--- src/design/aes_ram.sv ---
`timescale 1ns / 1ps
module aes_ram #(
    parameter int WIDTH = 32,
    parameter int DEPTH = 44
) (
    input  logic                     clk,
    input  logic                     wr_en,
    input  logic [$clog2(DEPTH)-1:0] wr_addr,
    input  logic [WIDTH-1:0]         wr_data,
    input  logic [$clog2(DEPTH)-1:0] rd_addr,
    output logic [WIDTH-1:0]         rd_data
);

    logic [WIDTH-1:0] mem_reg [DEPTH];
    logic [WIDTH-1:0] rd_data_reg;

    // One write port, one registered read port.
    always_ff @(posedge clk)
    begin
        if (wr_en)
        begin
            mem_reg[wr_addr] <= wr_data;
        end
        rd_data_reg <= mem_reg[rd_addr];
    end

    assign rd_data = rd_data_reg;

endmodule

--- config.mk ---
export PLATFORM = sky130hd
export DESIGN_NAME = aes_ram
export DESIGN_NICKNAME = d
export VERILOG_FILES = /design/src/design/aes_ram.sv
export SDC_FILE = /design/constraint.sdc
export NUM_CORES = 1
export LEC_CHECK = 0
export BUFFER_PORTS_ARGS = -buffer_cell sky130_fd_sc_hd__buf_4
export CAP_MARGIN = 5
export CORE_MARGIN = 2
export CORE_UTILIZATION = 30
export DETAILED_ROUTE_END_ITERATION = 8
export HOLD_SLACK_MARGIN = 0.05
export PLACE_DENSITY_LB_ADDON = 0.3
export SLEW_MARGIN = 20
export SYNTH_ARGS = -nofsm -noshare
export SYNTH_HDL_FRONTEND = slang
export SYNTH_SLANG_ARGS = --single-unit
--- constraint.sdc ---
create_clock -name clk -period 5.9 [get_ports clk]
set_clock_uncertainty 0.1 [all_clocks]
set_input_delay 0.59 -clock clk [delete_from_list [all_inputs] [get_ports clk]]
set_output_delay 0.59 -clock clk [all_outputs]
set_load 0.01 [all_outputs]
==> results_dict.tcl <==
set metrics [dict create \
    ios 78 \
    drcViolationCount 0 \
    max_slew_margin_pct 23.1 \
    initial_core_utilization_pct 30.2 \
    clockBufferDepth 3 \
    crit_path_start_kind "input pin" \
    tritoncts_clock_tree "built" \
    number_of_enable_flip_flop_cells_after_synthesis 1408 \
    critical_path.endpoint_type "register" \
    finalWeightedCongestion 0.737 \
    timing.critical_path.required_ns 6.48 \
    detailedPlacementHpwl_mm 78.9 \
    syn_to_final_growth_pct 15.5 \
    grt_start_max_net_pins 100 \
    rsz0062_at_grt "no" \
    ys.flop_type "sky130_fd_sc_hd__edfxtp_1" \
    max_cap_viol_count 0 \
    finalPower_mw 21.2 \
    placement.io_buffers 77 \
    fp.dieW_um 430 \
    fin_nets 2705 \
    synthesis.instances 2500 \
    clock_latency_ns 0.78 \
    ys_ff_latch 1440 \
    tightest_slew_ns 1.15 \
    final_cell_count_no_fill 5150 \
    dieArea_mm2 0.185 \
    sequential_element_share_of_the_synthesized_area_pct 78.7 \
    final.min_clock_period_ns 2.85 \
    mappedNetlistNets 2546 \
    netlist_area_mm2 0.0546 \
    detailroute.via_count 25900 \
    arrival_ns 3.43 \
    min_period_over_period_pct 48.2 \
    ys_async_sr_fraction_pct 0 \
    number_of_nets_still_failing_antenna_checks_after_routing 0 \
    timing.final.hold_violations 0 \
    report.final.slew_viol_count 0 \
    power_leakage_nw 19.5 \
    max_reg_flops 1408 \
    grt_pass1_wl_mm 201 \
    grt_antenna_before_repair 9 \
    hold_buffers 0 \
    cp_max_fo 49 \
    grt_pass1_vias 26300 \
    postCtsSetupBuffers 0 \
    ctsRootBufferMaster "sky130_fd_sc_hd__clkbuf_16" \
    route.detailed.wl_per_inst_um 27.8 \
    core-area_mm2 0.181 \
    vdd.ir_drop.worst_uv 266 \
    avgSynthCellArea_um2 21.8 \
    drt_pre_antenna_iters 5 \
    fmax_mhz 351 \
    cts_buffers 144 \
    number_of_clock_sinks_seen_by_cts 1440 \
    first_iter_violations 2848 \
    route.detailed.vias_per_inst 5.03 \
    dieHeight_um 430 \
    clk_pin_slew_ns 0.06 \
    path_class "in -> reg" \
    wl_mm 143 \
    floorplan.rows 156 \
    worst_hold_path_type "in -> reg" \
    globalRouteOverflowTotal 0 \
    power.density_mw_per_mm2 336 \
    status "completed" \
    ctsHtreeMaxLevel 4 \
    cts_resized 0 \
    track_usage_pct 15.3 \
    setup_violations 0 \
    place.detailed.instances 4883 \
    share_of_post_route_cells_with_drive_strength_above_1_pct 26.0 \
    synth_warnings 0 \
    final.setup.tns_ns 0 \
    ys_types 33 \
]
==> cells in the final DEF, fill, tap and decap left out, drive strengths merged, types with 2 or more instances in the layout <==
cell         n
edfxtp    1408
mux4       288
clkbuf     190
buf        157
mux2i      128
a21oi       74
a22oi       64
mux2        64
nand2       62
clkinv      60
nor2        54
o21ai       54
o22ai       32
a221oi      32
dfxtp       32
o211ai      22
o31ai       10
inv          7
nand2b       6
nor2b        6
nand3        5
nor3         5
bufinv       5
clkinvlp     4
diode        2
or2          2
or3          2
==> cell type report <==
| class | count | area (um^2) |
|---|---|---|
| flip-flops and latches | 1440 | 42900 |
| fillers | 16700 | 118000 |
| clock inverters | 75 | 563 |
| inverters | 1 | 3.75 |
| clock buffers | 190 | 3960 |
| diodes | 2 | 5.00 |
| well taps | 2370 | 2970 |
| repair buffers | 157 | 1280 |
| multi-input cells | 915 | 11300 |
==> metal layers <==
metal	up-vias	routed length (um)	global-route usage, %
met2	802	66700	23.8
met4	4	3090	4.07
li1	10800	-	-
met1	14100	64400	22.1
met3	205	8740	2.86
met5	-	22	0
==> worst max-delay path: stages <==
cell,delay (ns)
sky130_fd_sc_hd__buf_6,0.64
sky130_fd_sc_hd__and2_2,0.95
sky130_fd_sc_hd__buf_4,0.37
sky130_fd_sc_hd__a22oi_1,0.12
sky130_fd_sc_hd__a21oi_1,0.47
sky130_fd_sc_hd__a21oi_1,0.07
sky130_fd_sc_hd__o21ai_1,0.10
==> cells by family after synthesis <==
family | share of synthesized area (%)
buf+inv | 1.27
mux | 15.6
simple gates | 1.14
flops | 78.7
compound gates | 3.38
==> final timing paths <==
path | start | to | slack [ns] | cells past startpoint
min reg2reg | mem_reg[42][6]$_DFFE_PP_ | rd_data[6]$_DFF_P_ | 0.70 | 5
min | wr_data[17] | mem_reg[32][17]$_DFFE_PP_ | 0.16 | 1
max | rd_addr[2] | rd_data[9]$_DFF_P_ | 3.05 | 7
max reg2reg | mem_reg[39][13]$_DFFE_PP_ | rd_data[13]$_DFF_P_ | 3.94 | 5
==> power breakdown <==
group / switching, mW / total (mW) / internal, mW
sequential: 0.0452 / 11.4 / 11.3
combinational: 0.620 / 0.998 / 0.378
clock: 3.88 / 8.84 / 4.96
==> through the flow <==
step / hold slack (ns) / cell area (um^2) / setup slack (ns) / util [%]
final: 0.162 / 63000 / 3.05 / 34.9
after global routing: 0.138 / 63000 / 2.99 / 34.9
after CTS: 0.102 / 63000 / 3.12 / 34.9
after detailed placement: 0.678 / 58500 / 2.28 / 32.4
after global placement: 0.683 / 58500 / 2.24 / 32.4
after floorplan: 0.589 / 54600 / 1.42 / -
==> cells in the mapped netlist (2+ instances only) <==
| cell | instances | area share (%) |
|---|---|---|
| sky130_fd_sc_hd__nand2b_1 | 6 | 0.069 |
| sky130_fd_sc_hd__o21ai_0 | 28 | 0.26 |
| sky130_fd_sc_hd__mux2_1 | 39 | 0.80 |
| sky130_fd_sc_hd__nor3_1 | 5 | 0.046 |
| sky130_fd_sc_hd__o21ai_1 | 26 | 0.24 |
| sky130_fd_sc_hd__nor2b_1 | 6 | 0.069 |
| sky130_fd_sc_hd__edfxtp_1 | 1408 | 77 |
| sky130_fd_sc_hd__nand2_1 | 62 | 0.43 |
| sky130_fd_sc_hd__buf_2 | 36 | 0.33 |
| sky130_fd_sc_hd__buf_1 | 13 | 0.089 |
| sky130_fd_sc_hd__a22oi_1 | 64 | 0.88 |
| sky130_fd_sc_hd__or2_2 | 2 | 0.023 |
| sky130_fd_sc_hd__o31ai_1 | 10 | 0.14 |
| sky130_fd_sc_hd__nor2_1 | 54 | 0.37 |
| sky130_fd_sc_hd__mux4_2 | 288 | 12 |
| sky130_fd_sc_hd__dfxtp_1 | 32 | 1.2 |
| sky130_fd_sc_hd__a221oi_1 | 32 | 0.51 |
| sky130_fd_sc_hd__clkbuf_1 | 74 | 0.51 |
| sky130_fd_sc_hd__a21oi_1 | 74 | 0.68 |
| sky130_fd_sc_hd__nand3_1 | 5 | 0.046 |
| sky130_fd_sc_hd__or3_1 | 2 | 0.023 |
| sky130_fd_sc_hd__buf_6 | 7 | 0.14 |
| sky130_fd_sc_hd__buf_4 | 14 | 0.19 |
| sky130_fd_sc_hd__o211ai_1 | 22 | 0.30 |
| sky130_fd_sc_hd__mux2i_1 | 128 | 2.3 |
| sky130_fd_sc_hd__mux2_2 | 25 | 0.52 |
| sky130_fd_sc_hd__o22ai_1 | 32 | 0.37 |
Note: power is estimated with default switching activity, not from simulation.
