File: src/design/aes_pkg.sv
`timescale 1ns / 1ps
package aes_pkg;

    localparam int BLOCK_W = 128;
    localparam int HALF_W  = 64;
    localparam int WORD_W  = 32;
    localparam int NUM_RK  = 44;
    localparam int RK_AW   = 6;
    localparam int NUM_RND = 10;
    localparam int RND_W   = 4;

    // Configuration register indexes.
    localparam logic CFG_KEY_LOW  = 1'b0;
    localparam logic CFG_KEY_HIGH = 1'b1;

    typedef enum logic [1:0] {
        ST_EXPAND,
        ST_IDLE,
        ST_LOAD,
        ST_ROUND
    } aes_state_t;

    // Control passed from the sequencer to the column lanes.
    typedef struct packed {
        logic enc;
        logic first;
        logic last;
    } lane_ctrl_t;

    localparam logic [7:0] FWD_SBOX [256] = '{
        8'h63,8'h7c,8'h77,8'h7b,8'hf2,8'h6b,8'h6f,8'hc5,8'h30,8'h01,8'h67,8'h2b,8'hfe,8'hd7,8'hab,8'h76,
        8'hca,8'h82,8'hc9,8'h7d,8'hfa,8'h59,8'h47,8'hf0,8'had,8'hd4,8'ha2,8'haf,8'h9c,8'ha4,8'h72,8'hc0,
        8'hb7,8'hfd,8'h93,8'h26,8'h36,8'h3f,8'hf7,8'hcc,8'h34,8'ha5,8'he5,8'hf1,8'h71,8'hd8,8'h31,8'h15,
        8'h04,8'hc7,8'h23,8'hc3,8'h18,8'h96,8'h05,8'h9a,8'h07,8'h12,8'h80,8'he2,8'heb,8'h27,8'hb2,8'h75,
        8'h09,8'h83,8'h2c,8'h1a,8'h1b,8'h6e,8'h5a,8'ha0,8'h52,8'h3b,8'hd6,8'hb3,8'h29,8'he3,8'h2f,8'h84,
        8'h53,8'hd1,8'h00,8'hed,8'h20,8'hfc,8'hb1,8'h5b,8'h6a,8'hcb,8'hbe,8'h39,8'h4a,8'h4c,8'h58,8'hcf,
        8'hd0,8'hef,8'haa,8'hfb,8'h43,8'h4d,8'h33,8'h85,8'h45,8'hf9,8'h02,8'h7f,8'h50,8'h3c,8'h9f,8'ha8,
        8'h51,8'ha3,8'h40,8'h8f,8'h92,8'h9d,8'h38,8'hf5,8'hbc,8'hb6,8'hda,8'h21,8'h10,8'hff,8'hf3,8'hd2,
        8'hcd,8'h0c,8'h13,8'hec,8'h5f,8'h97,8'h44,8'h17,8'hc4,8'ha7,8'h7e,8'h3d,8'h64,8'h5d,8'h19,8'h73,
        8'h60,8'h81,8'h4f,8'hdc,8'h22,8'h2a,8'h90,8'h88,8'h46,8'hee,8'hb8,8'h14,8'hde,8'h5e,8'h0b,8'hdb,
        8'he0,8'h32,8'h3a,8'h0a,8'h49,8'h06,8'h24,8'h5c,8'hc2,8'hd3,8'hac,8'h62,8'h91,8'h95,8'he4,8'h79,
        8'he7,8'hc8,8'h37,8'h6d,8'h8d,8'hd5,8'h4e,8'ha9,8'h6c,8'h56,8'hf4,8'hea,8'h65,8'h7a,8'hae,8'h08,
        8'hba,8'h78,8'h25,8'h2e,8'h1c,8'ha6,8'hb4,8'hc6,8'he8,8'hdd,8'h74,8'h1f,8'h4b,8'hbd,8'h8b,8'h8a,
        8'h70,8'h3e,8'hb5,8'h66,8'h48,8'h03,8'hf6,8'h0e,8'h61,8'h35,8'h57,8'hb9,8'h86,8'hc1,8'h1d,8'h9e,
        8'he1,8'hf8,8'h98,8'h11,8'h69,8'hd9,8'h8e,8'h94,8'h9b,8'h1e,8'h87,8'he9,8'hce,8'h55,8'h28,8'hdf,
        8'h8c,8'ha1,8'h89,8'h0d,8'hbf,8'he6,8'h42,8'h68,8'h41,8'h99,8'h2d,8'h0f,8'hb0,8'h54,8'hbb,8'h16
    };

    localparam logic [7:0] INV_SBOX [256] = '{
        8'h52,8'h09,8'h6a,8'hd5,8'h30,8'h36,8'ha5,8'h38,8'hbf,8'h40,8'ha3,8'h9e,8'h81,8'hf3,8'hd7,8'hfb,
        8'h7c,8'he3,8'h39,8'h82,8'h9b,8'h2f,8'hff,8'h87,8'h34,8'h8e,8'h43,8'h44,8'hc4,8'hde,8'he9,8'hcb,
        8'h54,8'h7b,8'h94,8'h32,8'ha6,8'hc2,8'h23,8'h3d,8'hee,8'h4c,8'h95,8'h0b,8'h42,8'hfa,8'hc3,8'h4e,
        8'h08,8'h2e,8'ha1,8'h66,8'h28,8'hd9,8'h24,8'hb2,8'h76,8'h5b,8'ha2,8'h49,8'h6d,8'h8b,8'hd1,8'h25,
        8'h72,8'hf8,8'hf6,8'h64,8'h86,8'h68,8'h98,8'h16,8'hd4,8'ha4,8'h5c,8'hcc,8'h5d,8'h65,8'hb6,8'h92,
        8'h6c,8'h70,8'h48,8'h50,8'hfd,8'hed,8'hb9,8'hda,8'h5e,8'h15,8'h46,8'h57,8'ha7,8'h8d,8'h9d,8'h84,
        8'h90,8'hd8,8'hab,8'h00,8'h8c,8'hbc,8'hd3,8'h0a,8'hf7,8'he4,8'h58,8'h05,8'hb8,8'hb3,8'h45,8'h06,
        8'hd0,8'h2c,8'h1e,8'h8f,8'hca,8'h3f,8'h0f,8'h02,8'hc1,8'haf,8'hbd,8'h03,8'h01,8'h13,8'h8a,8'h6b,
        8'h3a,8'h91,8'h11,8'h41,8'h4f,8'h67,8'hdc,8'hea,8'h97,8'hf2,8'hcf,8'hce,8'hf0,8'hb4,8'he6,8'h73,
        8'h96,8'hac,8'h74,8'h22,8'he7,8'had,8'h35,8'h85,8'he2,8'hf9,8'h37,8'he8,8'h1c,8'h75,8'hdf,8'h6e,
        8'h47,8'hf1,8'h1a,8'h71,8'h1d,8'h29,8'hc5,8'h89,8'h6f,8'hb7,8'h62,8'h0e,8'haa,8'h18,8'hbe,8'h1b,
        8'hfc,8'h56,8'h3e,8'h4b,8'hc6,8'hd2,8'h79,8'h20,8'h9a,8'hdb,8'hc0,8'hfe,8'h78,8'hcd,8'h5a,8'hf4,
        8'h1f,8'hdd,8'ha8,8'h33,8'h88,8'h07,8'hc7,8'h31,8'hb1,8'h12,8'h10,8'h59,8'h27,8'h80,8'hec,8'h5f,
        8'h60,8'h51,8'h7f,8'ha9,8'h19,8'hb5,8'h4a,8'h0d,8'h2d,8'he5,8'h7a,8'h9f,8'h93,8'hc9,8'h9c,8'hef,
        8'ha0,8'he0,8'h3b,8'h4d,8'hae,8'h2a,8'hf5,8'hb0,8'hc8,8'heb,8'hbb,8'h3c,8'h83,8'h53,8'h99,8'h61,
        8'h17,8'h2b,8'h04,8'h7e,8'hba,8'h77,8'hd6,8'h26,8'he1,8'h69,8'h14,8'h63,8'h55,8'h21,8'h0c,8'h7d
    };

    localparam logic [7:0] RCON [NUM_RND] = '{
        8'h01, 8'h02, 8'h04, 8'h08, 8'h10, 8'h20, 8'h40, 8'h80, 8'h1b, 8'h36
    };

    // Multiply by x in GF(2^8).
    function automatic logic [7:0] xtime(input logic [7:0] a);
        return {a[6:0], 1'b0} ^ (a[7] ? 8'h1b : 8'h00);
    endfunction

    // Substitute each byte of a word.
    function automatic logic [31:0] sub_word(input logic [31:0] w);
        logic [31:0] r;
        for (int j = 0; j < 4; j++)
        begin
            r[8*j +: 8] = FWD_SBOX[w[8*j +: 8]];
        end
        return r;
    endfunction

endpackage

File: src/design/aes_lane.sv
`timescale 1ns / 1ps
module aes_lane (
    input  aes_pkg::lane_ctrl_t ctrl,
    input  logic [31:0]         col_in,
    input  logic [31:0]         rk,
    output logic [31:0]         col_out
);
    import aes_pkg::*;

    logic [7:0] b [4];
    logic [7:0] m [4];
    logic [7:0] x2 [4];
    logic [7:0] x4 [4];
    logic [7:0] x8 [4];
    logic [31:0] sub;
    logic [31:0] mixed;

    // One column after shift: substitute, mix, add key (decrypt: sub,
    // add key, inverse mix); round 0 adds key only, last skips mix.
    always_comb
    begin
        for (int r = 0; r < 4; r++)
        begin
            sub[8*r +: 8] = ctrl.enc ? FWD_SBOX[col_in[8*r +: 8]]
                                     : INV_SBOX[col_in[8*r +: 8]];
        end
        for (int r = 0; r < 4; r++)
        begin
            b[r] = ctrl.enc ? sub[8*r +: 8] : sub[8*r +: 8] ^ rk[8*r +: 8];
            x2[r] = xtime(b[r]);
            x4[r] = xtime(x2[r]);
            x8[r] = xtime(x4[r]);
        end
        for (int r = 0; r < 4; r++)
        begin
            if (ctrl.enc)
            begin
                m[r] = x2[r] ^ (x2[(r+1)%4] ^ b[(r+1)%4]) ^ b[(r+2)%4] ^ b[(r+3)%4];
            end
            else
            begin
                m[r] = (x8[r] ^ x4[r] ^ x2[r])
                     ^ (x8[(r+1)%4] ^ x2[(r+1)%4] ^ b[(r+1)%4])
                     ^ (x8[(r+2)%4] ^ x4[(r+2)%4] ^ b[(r+2)%4])
                     ^ (x8[(r+3)%4] ^ b[(r+3)%4]);
            end
            mixed[8*r +: 8] = m[r];
        end
        if (ctrl.first)
        begin
            col_out = col_in ^ rk;
        end
        else if (ctrl.last)
        begin
            col_out = sub ^ rk;
        end
        else if (ctrl.enc)
        begin
            col_out = mixed ^ rk;
        end
        else
        begin
            col_out = mixed;
        end
    end

endmodule

File: config.mk
export PLATFORM = sky130hd
export DESIGN_NAME = aes_lane
export DESIGN_NICKNAME = d
export VERILOG_FILES = /design/src/design/aes_pkg.sv /design/src/design/aes_lane.sv
export SDC_FILE = /design/constraint.sdc
export NUM_CORES = 2
export LEC_CHECK = 0
export ABC_AREA = 1
export BUFFER_PORTS_ARGS = -buffer_cell sky130_fd_sc_hd__clkbuf_2
export CAP_MARGIN = 20
export CORE_ASPECT_RATIO = 1.2
export CORE_MARGIN = 1.5
export CORE_UTILIZATION = 33
export DETAILED_ROUTE_END_ITERATION = 10
export PLACE_DENSITY = 0.45
export SLEW_MARGIN = 10
export SYNTH_ARGS = -nofsm -noshare
export SYNTH_HDL_FRONTEND = slang
export SYNTH_SLANG_ARGS = --single-unit
File: constraint.sdc
create_clock -name vclk -period 15.2
set_input_delay 3.04 -clock vclk [all_inputs]
set_output_delay 3.04 -clock vclk [all_outputs]
set_load 0.02 [all_outputs]
==> results.py <==
metrics = {
    "global_route": {
        "grt_pass1_wl_um": 309000,
        "antenna_found_initial": 3,
        "grt_max_degree": 87,
        "gr-total-overflow": 0,
        "grt_usage_pct": 46.0,
        "first_global_vias": 41204,
    },
    "placement": {
        "dpl_cell_area_sq_um": 30000,
        "portBuffers": 99,
        "gp_congestion": 1.12,
        "hpwl_um": 164000,
    },
    "synthesis": {
        "synthTopCellsByArea": "nand2_1 28%, nand3_1 26%, nor2_1 4.6%",
        "avgSynthCellArea_sq_um": 4.86,
        "syn_area_sq_um": 29600,
        "yosys.area.top_type": "nand2_1",
        "syn-num-nets": 6238,
        "syn_inst": 6087,
        "yosysTopAreaCellShare_pct": 28.1,
        "synth_seq_area_share_pct": 0,
        "ys_warn_count": 0,
        "synth_cell_types": 50,
    },
    "critical_path": {
        "worst-path-max-fanout": 19,
        "critPathMaxStageDelay_ns": 0.88,
        "crit_top_cell": "nand3_1",
        "cp_top_family": "simple AND/OR/NAND/NOR gates",
        "startpoint_type": "input port",
        "critPathArrivalTime_ns": 9.86,
        "cp.buffers_inverters": 5,
        "critPathRequiredTime_ns": 12.16,
        "worst-setup-path-type": "input port to output port",
        "cp_slowest_cell": "xnor2_2",
        "cp-end-kind": "output port",
    },
    "worst_hold_path": {
        "hold_path.class": "input port to output port",
        "holdPathStages": 4,
        "min_to": "col_out[19]",
        "hold_path.startpoint": "rk[19]",
    },
    "detailed_routing": {
        "viasPerCell": 6.47,
        "wire_per_inst_um": 31.4,
        "drt_wl_total_um": 221000,
        "drc": 0,
        "first_pass_iters": 7,
        "num_vias": 45570,
        "drt_iter0_markers": 7752,
        "postRouteAntennaNets": 0,
    },
    "die": {
        "die-area_sq_um": 91400,
        "die_width_um": 276,
        "core_area_sq_um": 89000,
        "pin_count": 99,
        "rows": 120,
        "die_h_um": 331,
        "start_util_pct": 33.2,
    },
    "power": {
        "p_sw_uw": 1610,
        "sequentialPowerShare_pct": 0,
        "ir_drop_v": 0.0000332,
        "combPwrFrac_pct": 100.0,
        "pwr-share-clk_pct": 0,
        "leakagePower_uw": 0.0159,
        "powerDensity_nw_per_um2": 72.2,
        "p_int_uw": 556,
        "switching_share_pct": 74.3,
    },
    "outcome": {
        "status": "finished clean",
    },
    "layout": {
        "fin_nets": 6039,
        "design.seq.count": 0,
        "regArea_sq_um": 0,
        "fillers": 10787,
        "final_util_pct": 33.7,
        "layout-drive-gt1-share_pct": 7.59,
        "nClkBuffers": 0,
        "areaGrowthSynthToFinish_pct": 1.36,
        "finalInstanceArea_sq_um": 30000,
    },
    "timing": {
        "tns_ns": 0,
        "max_freq_mhz": 77.5,
        "drv_slew": 0,
        "finalHoldViolations": 0,
        "rsz0062_at_grt": "false",
        "setup_viol": 0,
        "fin_crit_sh_pct": 84.9,
        "maxSlewHeadroom_pct": 22.9,
        "timing.final.crit_period_ns": 12.90,
        "tightest_slew_ns": 1.15,
    },
    "cts": {
        "ctsResizeCount": 0,
        "holdBufCountCts": 0,
        "post-cts-setup-buffers": 0,
    },
    "job": {
        "max_cap_violations": 0,
    },
}
[synthesized netlist by cell type, drive strengths merged]
| cell | count |
|---|---|
| nand3b | 16 |
| xnor2 | 43 |
| buf | 308 |
| nor3 | 16 |
| nand4 | 30 |
| o2111ai | 4 |
| or2 | 11 |
| o21bai | 4 |
| nand2 | 2346 |
| o211ai | 96 |
| nor2 | 405 |
| o22ai | 10 |
| ha | 84 |
| inv | 382 |
| a22oi | 3 |
| a21o | 3 |
| o21ai | 304 |
| clkinv | 7 |
| a31oi | 25 |
| a21boi | 2 |
| o31ai | 3 |
| clkbuf | 65 |
| xor2 | 150 |
| nand3 | 1544 |
| a21oi | 226 |
[cells by family after synthesis]
family                     after synthesis  share of synthesized area (%)
xor gates and xnor gates               193                           6.13
and+or+nand+nor                       4368                           65.3
adders and majority gates               84                           3.55
buffers and inverters                  762                           12.3
AOI/OAI and AO/OA                      680                           12.7
[layout make-up]
cell class                 count  area (sq um)  share of cell area [%]
timing repair buffer         172          1110                    3.70
multi-input combinational   5325         25900                    86.5
inverter                     389          1470                    4.92
tap                         1159          1450                    4.84
antenna                        3          7.51                  0.0250
[layout by cell type, fill, tap and decap left out, types with 4 or more instances in the layout]
cell type / n
ha_1: 84
nand3_1: 1515
xor2_1: 141
o21ai_1: 53
nand3b_1: 16
xor2_2: 6
nand2_2: 106
inv_4: 5
o211ai_1: 96
clkinv_1: 8
nor2_1: 364
buf_2: 4
a31oi_1: 25
nand3_2: 28
clkbuf_2: 90
o22ai_1: 10
nand2_1: 2212
inv_1: 328
inv_2: 47
o21ai_0: 251
xnor2_1: 40
nand2_4: 27
nor2_2: 30
nor3_1: 16
a21oi_1: 225
buf_4: 73
or2_1: 7
o2111ai_1: 4
buf_12: 4
nand4_1: 30
nor2_4: 10
[routing by layer]
layer / vias up / share of wire [%] / routed length (um) / track usage [%]
li1: 19739 / - / - / -
met3: 1050 / 12 / 25600 / 10.5
met1: 20863 / 35 / 78500 / 53.7
met2: 3916 / 43 / 94400 / 72.2
met4: 2 / 10 / 22800 / 38.3
met5: - / 0.0059 / 13 / 0.410
[power by group through the flow]
stage / Sequential (uW) / Clock [uW] / Combinational [uW]
final: 0 / 0.0000162 / 2170
after detailed placement: 0 / 0 / 2050
after CTS: 0 / 0 / 2060
after floorplan: 0 / 0 / 1350
after global placement: 0 / 0 / 2080
after global routing: 0 / 0 / 2280
[through the flow]
step | hold WS (ns) | setup slack [ns] | power [uW] | std cells
floorplan | 6.28 | 5.70 | 1350 | 6087
global placement | 6.50 | 2.68 | 2080 | 7044
detailed placement | 6.52 | 2.74 | 2050 | 7045
CTS | 6.52 | 2.72 | 2060 | 7045
global route | 6.56 | 2.31 | 2280 | 7045
finish | 6.51 | 2.30 | 2170 | 7048
[how the worst max path moves through the flow]
stage | from | endpoint | slack (ns) | depth (start not counted)
detailed placement | col_in[9] | col_out[8] | 2.74 | 25
global placement | col_in[9] | col_out[8] | 2.68 | 25
finish | col_in[9] | col_out[22] | 2.30 | 26
global route | col_in[9] | col_out[8] | 2.31 | 26
CTS | col_in[9] | col_out[8] | 2.72 | 25
floorplan | col_in[8] | col_out[6] | 5.70 | 28
Power figures use the tool's default switching activity.
